$ cat config.mk
export PLATFORM = sky130hd
export DESIGN_NAME = region_jam_detector
export DESIGN_NICKNAME = d
export VERILOG_FILES = /design/src/rtl/rjd_pkg.sv /design/src/rtl/rjd_state_mem.sv /design/src/rtl/rjd_update.sv /design/src/rtl/region_jam_detector.sv
export SDC_FILE = /design/constraint.sdc
export NUM_CORES = 1
export LEC_CHECK = 0
export BUFFER_PORTS_ARGS = -buffer_cell sky130_fd_sc_hd__buf_2
export CORE_ASPECT_RATIO = 1.5
export CORE_MARGIN = 2
export CORE_UTILIZATION = 35
export CTS_BUF_LIST = sky130_fd_sc_hd__clkbuf_4 sky130_fd_sc_hd__clkbuf_8
export DETAILED_ROUTE_END_ITERATION = 7
export PLACE_DENSITY_LB_ADDON = 0.12
export SYNTH_ARGS = -nofsm -noshare
export SYNTH_HDL_FRONTEND = slang
export SYNTH_SLANG_ARGS = --single-unit
$ cat constraint.sdc
create_clock -name clk_i -period 14 [get_ports clk_i]
set_input_delay 3.5 -clock clk_i [delete_from_list [all_inputs] [get_ports clk_i]]
set_output_delay 3.5 -clock clk_i [all_outputs]
set_load 0.005 [all_outputs]
$ cat src/rtl/rjd_pkg.sv
`default_nettype none
package rjd_pkg;

  localparam int unsigned FlowW   = 32;
  localparam int unsigned TimeW   = 32;
  localparam int unsigned InsideW = 16;
  localparam int unsigned CountW  = 16;
  localparam int unsigned LimitW  = 16;
  localparam int unsigned RegionW = 3;
  localparam int unsigned MaskW   = 8;
  localparam int unsigned CfgDataW = 64;
  localparam int unsigned CfgIdxW  = 2;
  localparam int unsigned InDataW  = 88;
  localparam int unsigned OutDataW = 56;

  typedef enum logic [CfgIdxW-1:0] {
    CFG_ENABLE_MASK = 2'd0,
    CFG_LIMITS_LO   = 2'd1,
    CFG_LIMITS_HI   = 2'd2
  } rjd_cfg_e;

  typedef enum logic [1:0] {
    EV_NONE     = 2'd0,
    EV_DETECTED = 2'd1,
    EV_CLEARED  = 2'd2
  } rjd_event_e;

  typedef struct packed {
    logic [FlowW-1:0]  last_flow;
    logic [TimeW-1:0]  last_change;
    logic              jammed;
    logic [CountW-1:0] jam_cnt;
  } rjd_entry_t;

  typedef struct packed {
    logic [FlowW-1:0]   flow;
    logic [InsideW-1:0] occupancy;
    logic [TimeW-1:0]   now;
    logic [LimitW-1:0]  limit;
  } rjd_report_t;

  typedef struct packed {
    logic [TimeW-1:0] stale;
    rjd_event_e       event_code;
  } rjd_verdict_t;

endpackage
`default_nettype wire

$ cat src/rtl/rjd_state_mem.sv
`default_nettype none
module rjd_state_mem
  import rjd_pkg::*;
#(
  parameter int unsigned Depth = 8,
  parameter int unsigned AddrW = 3
) (
  input  wire logic             clk_i,
  input  wire logic             rst_ni,
  input  wire logic             rd_en_i,
  input  wire logic [AddrW-1:0] rd_addr_i,
  output rjd_entry_t            rd_data_o,
  input  wire logic             wr_en_i,
  input  wire logic [AddrW-1:0] wr_addr_i,
  input  wire rjd_entry_t       wr_data_i
);

  rjd_entry_t             mem [Depth];
  logic [Depth-1:0]       valid_q;
  rjd_entry_t             rd_data_q;
  logic [AddrW-1:0]       rd_addr_q;
  logic                   lw_valid_q;
  logic [AddrW-1:0]       lw_addr_q;
  rjd_entry_t             lw_data_q;

  always_ff @(posedge clk_i) begin
    if (wr_en_i) begin
      mem[wr_addr_i] <= wr_data_i;
    end
  end

  // entries never written read as zero
  always_ff @(posedge clk_i) begin
    if (rd_en_i) begin
      rd_data_q <= valid_q[rd_addr_i] ? mem[rd_addr_i] : '0;
      rd_addr_q <= rd_addr_i;
    end
    if (wr_en_i) begin
      lw_addr_q <= wr_addr_i;
      lw_data_q <= wr_data_i;
    end
  end

  always_ff @(posedge clk_i or negedge rst_ni) begin
    if (!rst_ni) begin
      valid_q    <= '0;
      lw_valid_q <= 1'b0;
    end else if (wr_en_i) begin
      valid_q[wr_addr_i] <= 1'b1;
      lw_valid_q         <= 1'b1;
    end
  end

  // forward the newest write over a read that raced it
  assign rd_data_o = (lw_valid_q && (lw_addr_q == rd_addr_q)) ? lw_data_q : rd_data_q;

endmodule
`default_nettype wire

$ cat src/rtl/rjd_update.sv
`default_nettype none
module rjd_update
  import rjd_pkg::*;
(
  input  wire rjd_entry_t  entry_i,
  input  wire rjd_report_t report_i,
  output rjd_entry_t       entry_o,
  output rjd_verdict_t     verdict_o
);

  logic             changed;
  logic [TimeW-1:0] stale;
  logic             should;

  assign changed = (report_i.flow != entry_i.last_flow);
  assign stale   = changed ? '0 : (report_i.now - entry_i.last_change);
  assign should  = (report_i.occupancy != '0) &&
                   (stale >= {{(TimeW-LimitW){1'b0}}, report_i.limit});

  always_comb begin
    entry_o              = entry_i;
    verdict_o.stale      = stale;
    verdict_o.event_code = EV_NONE;
    if (changed) begin
      entry_o.last_flow   = report_i.flow;
      entry_o.last_change = report_i.now;
    end
    if (should && !entry_i.jammed) begin
      entry_o.jammed       = 1'b1;
      verdict_o.event_code = EV_DETECTED;
      if (entry_i.jam_cnt != '1) begin
        entry_o.jam_cnt = entry_i.jam_cnt + 1'b1;
      end
    end else if (!should && entry_i.jammed) begin
      entry_o.jammed       = 1'b0;
      verdict_o.event_code = EV_CLEARED;
    end
  end

endmodule
`default_nettype wire

$ cat src/rtl/region_jam_detector.sv
// Per-region stall watchdog. Each request reports one region's flow count,
// occupancy and a millisecond timestamp; the block keeps per-region state
// (last flow count, time of last change, jam flag, saturating jam count) in a
// small synchronous memory and returns one result per request. An enabled
// region yields the stale time and a detected/cleared event when its jam flag
// changes; a disabled or out-of-range region passes through with all result
// fields but the region zero. Throughput is one request per clock. The memory
// read is launched at the edge that accepts a request; the update, write-back
// and output register load happen at the edge on which stage 1 advances. A
// write-back register forwards the newest entry to a request for the same
// region that follows directly behind. The input stalls only while a result
// waits in the output register and stage 1 is full. Configuration writes are
// registered and must only be issued while the block is idle.
`default_nettype none
module region_jam_detector
  import rjd_pkg::*;
#(
  parameter int unsigned NUM_REGIONS = 8
) (
  input  wire logic                clk_i,
  input  wire logic                rst_ni,
  // region_index[2:0], flow_count[34:3], inside_count[50:35], now_ms[82:51]
  input  wire logic [InDataW-1:0]  s_axis_tdata,
  input  wire logic                s_axis_tvalid,
  output logic                     s_axis_tready,
  // region_out[2:0], tracked[3], jam_active[4], jam_total[20:5],
  // stale_ms[52:21], event_code[54:53]
  output logic [OutDataW-1:0]      m_axis_tdata,
  output logic                     m_axis_tvalid,
  input  wire logic                m_axis_tready,
  input  wire logic                cfg_valid_i,
  output logic                     cfg_ready_o,
  input  wire logic [CfgIdxW-1:0]  cfg_index_i,
  input  wire logic [CfgDataW-1:0] cfg_data_i
);

  localparam int unsigned AddrW = (NUM_REGIONS > 1) ? $clog2(NUM_REGIONS) : 1;
  localparam logic [RegionW:0] NumRegions = (RegionW+1)'(NUM_REGIONS);

  // configuration
  logic [MaskW-1:0]    enable_mask_q;
  logic [CfgDataW-1:0] limits_lo_q;
  logic [CfgDataW-1:0] limits_hi_q;

  assign cfg_ready_o = 1'b1;

  always_ff @(posedge clk_i or negedge rst_ni) begin
    if (!rst_ni) begin
      enable_mask_q <= '0;
      limits_lo_q   <= '0;
      limits_hi_q   <= '0;
    end else if (cfg_valid_i) begin
      case (rjd_cfg_e'(cfg_index_i))
        CFG_ENABLE_MASK: enable_mask_q <= cfg_data_i[MaskW-1:0];
        CFG_LIMITS_LO:   limits_lo_q   <= cfg_data_i;
        CFG_LIMITS_HI:   limits_hi_q   <= cfg_data_i;
        default: ;
      endcase
    end
  end

  // input unpacking
  logic [RegionW-1:0] in_region;
  assign in_region = s_axis_tdata[RegionW-1:0];

  // stage 1: memory read in flight
  logic               s1_valid_q;
  logic [RegionW-1:0] s1_region_q;
  logic [FlowW-1:0]   s1_flow_q;
  logic [InsideW-1:0] s1_inside_q;
  logic [TimeW-1:0]   s1_now_q;
  logic               s1_adv;
  logic               accept;
  logic               out_valid_q;
  logic [OutDataW-1:0] out_data_q;

  assign s1_adv        = s1_valid_q && (!out_valid_q || m_axis_tready);
  assign s_axis_tready = !s1_valid_q || s1_adv;
  assign accept        = s_axis_tvalid && s_axis_tready;

  always_ff @(posedge clk_i or negedge rst_ni) begin
    if (!rst_ni) begin
      s1_valid_q <= 1'b0;
    end else if (s_axis_tready) begin
      s1_valid_q <= s_axis_tvalid;
    end
  end

  always_ff @(posedge clk_i) begin
    if (accept) begin
      s1_region_q <= in_region;
      s1_flow_q   <= s_axis_tdata[RegionW +: FlowW];
      s1_inside_q <= s_axis_tdata[RegionW+FlowW +: InsideW];
      s1_now_q    <= s_axis_tdata[RegionW+FlowW+InsideW +: TimeW];
    end
  end

  // state memory and update
  rjd_entry_t   rd_entry;
  rjd_entry_t   wr_entry;
  rjd_report_t  report;
  rjd_verdict_t verdict;
  logic         enabled;
  logic         wr_en;
  logic [CfgDataW-1:0] limit_word;

  assign enabled = ({1'b0, s1_region_q} < NumRegions) && enable_mask_q[s1_region_q];
  assign wr_en   = s1_adv && enabled;

  assign limit_word       = s1_region_q[2] ? limits_hi_q : limits_lo_q;
  assign report.flow      = s1_flow_q;
  assign report.occupancy = s1_inside_q;
  assign report.now       = s1_now_q;
  assign report.limit     = limit_word[{s1_region_q[1:0], 4'd0} +: LimitW];

  rjd_state_mem #(
    .Depth (NUM_REGIONS),
    .AddrW (AddrW)
  ) u_state_mem (
    .clk_i     (clk_i),
    .rst_ni    (rst_ni),
    .rd_en_i   (accept),
    .rd_addr_i (in_region[AddrW-1:0]),
    .rd_data_o (rd_entry),
    .wr_en_i   (wr_en),
    .wr_addr_i (s1_region_q[AddrW-1:0]),
    .wr_data_i (wr_entry)
  );

  rjd_update u_update (
    .entry_i   (rd_entry),
    .report_i  (report),
    .entry_o   (wr_entry),
    .verdict_o (verdict)
  );

  // output register
  logic [OutDataW-1:0] result;

  always_comb begin
    result = '0;
    result[RegionW-1:0] = s1_region_q;
    if (enabled) begin
      result[RegionW]                        = 1'b1;
      result[RegionW+1]                      = wr_entry.jammed;
      result[RegionW+2 +: CountW]            = wr_entry.jam_cnt;
      result[RegionW+2+CountW +: TimeW]      = verdict.stale;
      result[RegionW+2+CountW+TimeW +: 2]    = verdict.event_code;
    end
  end

  always_ff @(posedge clk_i or negedge rst_ni) begin
    if (!rst_ni) begin
      out_valid_q <= 1'b0;
    end else if (s1_adv) begin
      out_valid_q <= 1'b1;
    end else if (m_axis_tready) begin
      out_valid_q <= 1'b0;
    end
  end

  always_ff @(posedge clk_i) begin
    if (s1_adv) begin
      out_data_q <= result;
    end
  end

  assign m_axis_tvalid = out_valid_q;
  assign m_axis_tdata  = out_data_q;

endmodule
`default_nettype wire
==> results by group, run 1 <==
Run status
  – Status: complete, no violations

Clocking
  – # resized after CTS: 0
  – H-tree depth: 4
  – CTS Root Buffer Type: clkbuf_8
  – Reg clk slew, reported paths: 60 ps
  – Clk_lat worst skew: 900 ps
  – Total CTS buffers: 172
  – Post-CTS Hold Buffers: 0
  – CTS tree: built
  – CTS Buffer Depth: 3
  – Clk sinks: 1098
  – Post-CTS setup buffer count: 0

Logic synthesis
  – Synthesis Warnings: 0
  – Post-synthesis cell count: 2578
  – Netlist cell types: 76
  – Syn Nets: 2779
  – Async S/R FF share, synth: 13.4%
  – Commonest cells post-synth: 951 x edfxtp_1, 198 x mux4_2, 157 x nor2_1
  – Post-synth EDFFs: 951
  – Yosys reg bits: 1098
  – Top_reg_cell synth: edfxtp_1
  – Seq/Total Area, Yosys: 70.8%
  – Yosys top cell area share: 62.7%
  – Syn Area/Cell: 17.7 µm²
  – Cell taking the most area after synthesis: edfxtp_1
  – Top post-synthesis cells by area: edfxtp_1 63%, mux4_2 9.8%, dfrtp_1 8.1%
  – Mapped cell area: 45600 µm²
  – Top-count cell post-synth: edfxtp_1

Drt
  – WL final: 118000 µm
  – # DRC: 0
  – Via Count: 24200
  – Wire per inst: 25.0 µm
  – Drt via density: 5.14
  – DRT iter0 DRCs: 1854
  – Post-route ant nets: 0
  – Detailed Routing Iterations Pass 1: 5

Pwr
  – Pleak: 0.0186 µW
  – Power density over the cells: 148 nW/µm²
  – Worst vdd ir: 0.0972 mV
  – Pwr Total: 7680 µW

Min path
  – Worst min path class: flop to flop

Timing
  – RSZ-0062 raised after global routing: no
  – Headroom to the max-slew limit: 23.8%
  – Setup TNS: 0 ps
  – Final worst clock skew: 41.8 ps
  – Final hold vios: 0
  – Fin crit period: 7780 ps
  – Final worst-path cycle share: 55.6%
  – Max Clk Rate: 0.128 GHz
  – Final Max Slew Viols: 0
  – Final setup viols: 0
  – Tightest Pin Transition: 1140 ps
  – Fin Hold WS: 469 ps

Job
  – Max Cap Viol: 0

Worst setup path
  – Worst path arrival time: 8370 ps
  – Critical Setup Path Class: flop to flop
  – Crit path cell chain: xnor2_2, nand4_1, buf_4, nand2_1, nand2_1, inv_1, ha_1, a21o_1, maj3_1, maj3_1, maj3_1, maj3_1, maj3_1, xor2_1, and2_1, ha_1, a21oi_1, o21ai_0, nand2_1, and3_4, a21oi_4, nand4_2, xor2_1
  – Max stage delay cell, worst path: a21oi_4
  – Critical path data required time: 14590 ps
  – CP dominant cell by count: maj3_1
  – Max incr delay on CP: 710 ps
  – CP Capture Type: flop
  – Critical Path Start Type: flop
  – Worst Path Max Fanout: 33

Floorplanning
  – Die height: 446 µm
  – Io pins: 218
  – Initial core utilization: 35.2%
  – Die footprint: 133000 µm²
  – # rows: 162
  – Core Region: 130000 µm²
  – Die width: 299 µm

Placement
  – RD Place Congestion: 0.847
  – Number of port buffers: 210
  – Placed inst area: 48700 µm²
  – Post-DP HPWL: 70200 µm

GRT
  – Pin count of the biggest net entering global routing: 118
  – Grt ovf: 0
  – First-pass GRT wire length: 174000 µm
  – Vias in the first global route: 26400
  – Total GRT Usage: 17.8%
  – Initial antenna violation count: 19

Cells and area
  – Number of fillers in the final layout: 11900
  – Final Net Count: 3054
  – Layout cell share with drive strength beyond 1: 30.4%
  – Final Util: 40.2%
  – Post-route design area: 52000 µm²
  – P&R area growth vs syn: 14.1%
-- stage by stage --
stage          instances  setup WS, ps
2_1_floorplan       2578          -647
3_3_place_gp        4401          5430
3_5_place_dp        4401          5410
4_1_cts             4700          6020
5_1_grt             4705          5730
6_report            4707          6220
-- power by group --
part	internal, µW	switching, µW	leakage, µW
sequential	3850	113	0.0105
clock	1390	1300	0.00177
combinational	396	633	0.00630
-- cell usage in the layout (no fill, tap or decap), types with 7 or more instances in the layout --
cell,count
ha_1,41
nor4_1,12
mux4_2,198
and3_1,23
maj3_1,9
nor2_1,156
diode_2,7
clkbuf_4,49
nand4_1,17
clkinv_1,32
nor2b_1,9
a21o_1,33
a31oi_1,15
xor2_1,38
or2_2,9
edfxtp_1,951
dfrtp_1,147
and4_1,7
clkinv_2,23
nand2_1,83
clkbuf_8,175
nand3_1,30
nor3_1,19
mux2i_1,148
and2_1,26
mux2_2,140
a21oi_1,69
nand2b_1,19
xnor2_1,41
buf_2,206
inv_1,44
o21ai_0,23
buf_4,45
-- flip-flops by register name, summed over array words and instances, names as in the netlist, 32 cells and up --
signal	count
s1_flow_q	32
u_state_mem.rd_data_q	81
u_state_mem.lw_data_q	81
limits_lo_q	64
limits_hi_q	64
u_state_mem.mem	648
m_axis_tdata	55
s1_now_q	32
-- critical path: cells and delay by family (launching register included) --
kind | cells | cell delay, ps
buffers and inverters | 2 | 460
XOR/XNOR | 3 | 1060
flip-flops | 1 | 480
adder cells (fa/ha/maj) | 7 | 2580
AO/OA/AOI/OAI | 4 | 1540
AND/OR/NAND/NOR | 7 | 1350
-- logic make-up after synthesis --
group | count (synthesis) | share of synthesized area [%]
other | 2 | 0.0165
XOR/XNOR | 81 | 1.59
AO/OA/AOI/OAI | 213 | 3.13
adder cells (fa/ha/maj) | 54 | 1.44
buffers and inverters | 201 | 1.74
flip-flops | 1098 | 70.8
AND/OR/NAND/NOR | 437 | 4.67
multiplexers | 492 | 16.7
-- per-layer routing --
metal  vias to the layer above  global-route usage (%)  share of wire, %
met4                        24                    5.54               2.2
met2                       625                    31.3                52
met3                       202                    3.88               5.0
met5                         -                       0              0.12
met1                     12700                    21.8                41
li1                      10700                       -                 -
-- path summary, 6_finish.rpt --
check	startpoint	to	slack (ps)	cells after the start
setup reg to reg	u_state_mem.rd_addr_q[2]	u_state_mem.mem[2][6]	6220	23
setup / recovery	u_state_mem.rd_addr_q[2]	u_state_mem.mem[2][6]	6220	23
max in group asynchronous	rst_ni	limits_hi_q[9]	10000	2
hold reg to reg	u_state_mem.valid_q[7]	u_state_mem.valid_q[7]	470	1
hold / removal	u_state_mem.valid_q[7]	u_state_mem.valid_q[7]	470	1
min in group asynchronous	rst_ni	limits_hi_q[53]	2710	1
-- layout make-up --
cell class,count,area (µm²),area share [%]
Inverter,45,174,0.334
Timing Repair Buffer,257,1460,2.80
Clock inverter,75,556,1.07
Sequential cell,1098,32200,62.0
Clock buffer,224,2780,5.34
Antenna cell,7,17.5,0.0337
Multi-Input combinational cell,1279,12600,24.3
Tap cell,1722,2150,4.14
(Power assumes the default switching activity.)
==> inputs of run 2 (changes only) <==
Clock period 14 ns to 8 ns, I/O delays scaled along.
==> run 2 against run 1 <==
Global-route usage about the same. Sequential share of layout area down 0.066 points. Non-clock buffer count decreased by 3. Worst hold slack got worse by 6.6 ps. Register-to-register slack got worse by 5500 ps. Cell count increased by 0.13%. Routed wire length rose by 0.16%. Critical path type unchanged. Largest power group unchanged.
==> results by group, run 2 (synthesis gave the netlist of run 1 again) <==
Run status
  – Status: complete, no violations

Timing
  – Final worst clock skew: 37.2 ps (-4.61 ps)
  – Final hold vios: 0 (unchanged)
  – Final WS setup: 702 ps (-5520 ps)
  – Setup TNS: 0 ps (unchanged)
  – Final Max Slew Viols: 0 (unchanged)
  – Max Clk Rate: 0.137 GHz (+6.6%)
  – Headroom to the max-slew limit: 14.3% (-9.6 points)
  – Final worst-path cycle share: 91.2% (+36 points)
  – RSZ-0062 raised after global routing: no
  – Fin Hold WS: 462 ps (-6.64 ps)
  – Tightest Pin Transition: 1280 ps (+143 ps)
  – Final setup viols: 0 (unchanged)
  – Fin crit period: 7300 ps (-485 ps)

Placement
  – RD Place Congestion: 0.824 (-2.7%)
  – Number of port buffers: 210 (unchanged)
  – Pre-CTS WS: 647 ps (-4770 ps)
  – Post-DP HPWL: 67400 µm (-3.9%)

Clocking
  – Post-CTS setup buffer count: 0 (unchanged)
  – CTS tree: built
  – H-tree depth: 4 (unchanged)
  – Clk sinks: 1098 (unchanged)
  – CTS Buffer Depth: 3 (unchanged)
  – CTS Root Buffer Type: clkbuf_8
  – Reg clk slew, reported paths: 60 ps (about the same)
  – Total CTS buffers: 175 (+1.7%)
  – Post-CTS Hold Buffers: 0 (unchanged)
  – # resized after CTS: 0 (unchanged)
  – Clk_lat worst skew: 890 ps (about the same)

Cells and area
  – Layout cell share with drive strength beyond 1: 30.3% (about the same)
  – P&R area growth vs syn: 14.3%
  – Highest-count cells in the layout ignoring fill and taps: 951 x edfxtp_1, 206 x buf_2, 198 x mux4_2
  – Final Net Count: 3054 (unchanged)
  – Number of fillers in the final layout: 11800 (-0.78%)
  – Max reg flops: 648 (unchanged)
  – Top reg by flops: u_state_mem.mem
  – Largest registers: u_state_mem.mem (648), u_state_mem.lw_data_q (81), u_state_mem.rd_data_q (81)
  – Most common cell after layout, fill and taps aside: edfxtp_1

GRT
  – First-pass GRT wire length: 174000 µm (about the same)
  – Pin count of the biggest net entering global routing: 104 (-12%)
  – Grt ovf: 0 (unchanged)
  – Vias in the first global route: 26400 (+0.17%)
  – Total GRT Usage: 17.8% (+0.039 points)
  – Initial antenna violation count: 17 (-2)

Pwr
  – Comb power frac: 13.5% (about the same)
  – Internal power: 9760 µW (+73%)
  – Pleak: 0.0186 µW (about the same)
  – Worst vdd ir: 0.168 mV (+73%)
  – Register share of total power: 52.1% (+0.5 points)
  – Sw power: 3550 µW (+74%)
  – Power density over the cells: 256 nW/µm² (+73%)
  – Sw frac: 26.7% (+0.083 points)
  – Clock power share: 34.4% (-0.6 points)

Worst setup path
  – CP Capture Type: flop
  – Critical path data required time: 8580 ps (-6010 ps)
  – R2R cell count: 24 (+4.3%)
  – Crit path cell chain: xor2_1, nor4_4, buf_4, nand2_1, nand2_1, ha_1, inv_1, a21o_1, maj3_1, maj3_1, maj3_1, maj3_1, maj3_1, xor2_1, and2_1, ha_1, a21oi_1, o21ai_0, nand2_1, and3_4, a21oi_4, buf_4, a31oi_1, a31oi_1
  – Max stage delay cell, worst path: a31oi_1
  – Worst setup path start: u_state_mem.rd_addr_q[2]
  – Worst Path Max Fanout: 21 (-36%)
  – Max incr delay on CP: 550 ps (-160 ps)
  – Critical Path Start Type: flop
  – Critical R2R Launch: u_state_mem.rd_addr_q[2]
  – Critical Setup Path Class: flop to flop
  – Worst Setup EP: u_state_mem.lw_data_q[14]
  – Worst path arrival time: 7870 ps (-500 ps)
  – R2r setup slk: 700 ps (-5520 ps)
  – Reg2reg end: u_state_mem.lw_data_q[14]
  – CP dominant cell by count: maj3_1

Floorplanning
  – Io pins: 218 (unchanged)
  – # rows: 162 (unchanged)
  – Core Region: 130000 µm² (unchanged)
  – Die height: 446 µm (unchanged)
  – Initial core utilization: 35.2% (unchanged)
  – Die footprint: 133000 µm² (unchanged)
  – Die width: 299 µm (unchanged)

Job
  – Max Cap Viol: 0 (unchanged)

Drt
  – WL final: 118000 µm (+0.16%)
  – Detailed Routing Iterations Pass 1: 5 (unchanged)
  – Via Count: 24300 (+0.19%)
  – DRT iter0 DRCs: 1517 (-18%)
  – Wire per inst: 25.0 µm (about the same)
  – # DRC: 0 (unchanged)
  – Post-route ant nets: 0 (unchanged)
  – Drt via density: 5.15 (about the same)

Min path
  – Source of the worst hold timing path: u_state_mem.valid_q[6]
  – Worst min path class: flop to flop
==> run 2: layer usage <==
layer / share of wire, % / track usage (%)
met1: 41 / 21.8
met2: 52 / 31.5
met3: 4.9 / 3.82
met4: 2.2 / 5.46
met5: 0.14 / 0
==> run 2: layout make-up <==
type	instances	area [µm²]	share of cell area, %
multi-input cells	1279	12700	24.3
repair buffers	254	1540	2.95
clock inverters	82	449	0.863
inverters	45	173	0.332
diodes	4	10.0	0.0192
flip-flops and latches	1098	32200	61.9
clock buffers	229	2840	5.45
well taps	1722	2150	4.14
==> run 2: how the worst min path moves through the flow <==
stage | depth (start not counted) | end
4_1_cts | 1 | u_state_mem.valid_q[6]
3_3_place_gp | 1 | u_state_mem.valid_q[1]
5_1_grt | 1 | u_state_mem.valid_q[6]
3_5_place_dp | 1 | u_state_mem.valid_q[6]
2_1_floorplan | 1 | u_state_mem.valid_q[2]
6_report | 1 | u_state_mem.valid_q[6]
==> run 2: worst max-delay path: cells and delay by family (launching register included) <==
kind,cells,cell delay (ps)
flops,1,450
simple gates,6,1140
xor+xnor,2,410
buf+inv,3,650
fa+ha+maj,7,2440
compound gates,6,1900
==> run 2: metrics by stage <==
step           cells  utilization, %  cell area (µm²)  power, µW
2_1_floorplan   2578               -            45600       8160
3_3_place_gp    4398            37.6            48800       8830
3_5_place_dp    4398            37.6            48800       8880
4_1_cts         4709            40.2            52000      13500
5_1_grt         4711            40.2            52100      13900
6_report        4713            40.2            52100      13300
==> run 2: power by group through the flow <==
| stage | clock network [µW] | logic, µW | registers (µW) |
|---|---|---|---|
| finish | 4580 | 1790 | 6930 |
| global route | 4990 | 1970 | 6970 |
| CTS | 4770 | 1840 | 6930 |
| detailed placement | 0 | 1830 | 7050 |
| global placement | 0 | 1800 | 7030 |
| floorplan | 0 | 1200 | 6970 |
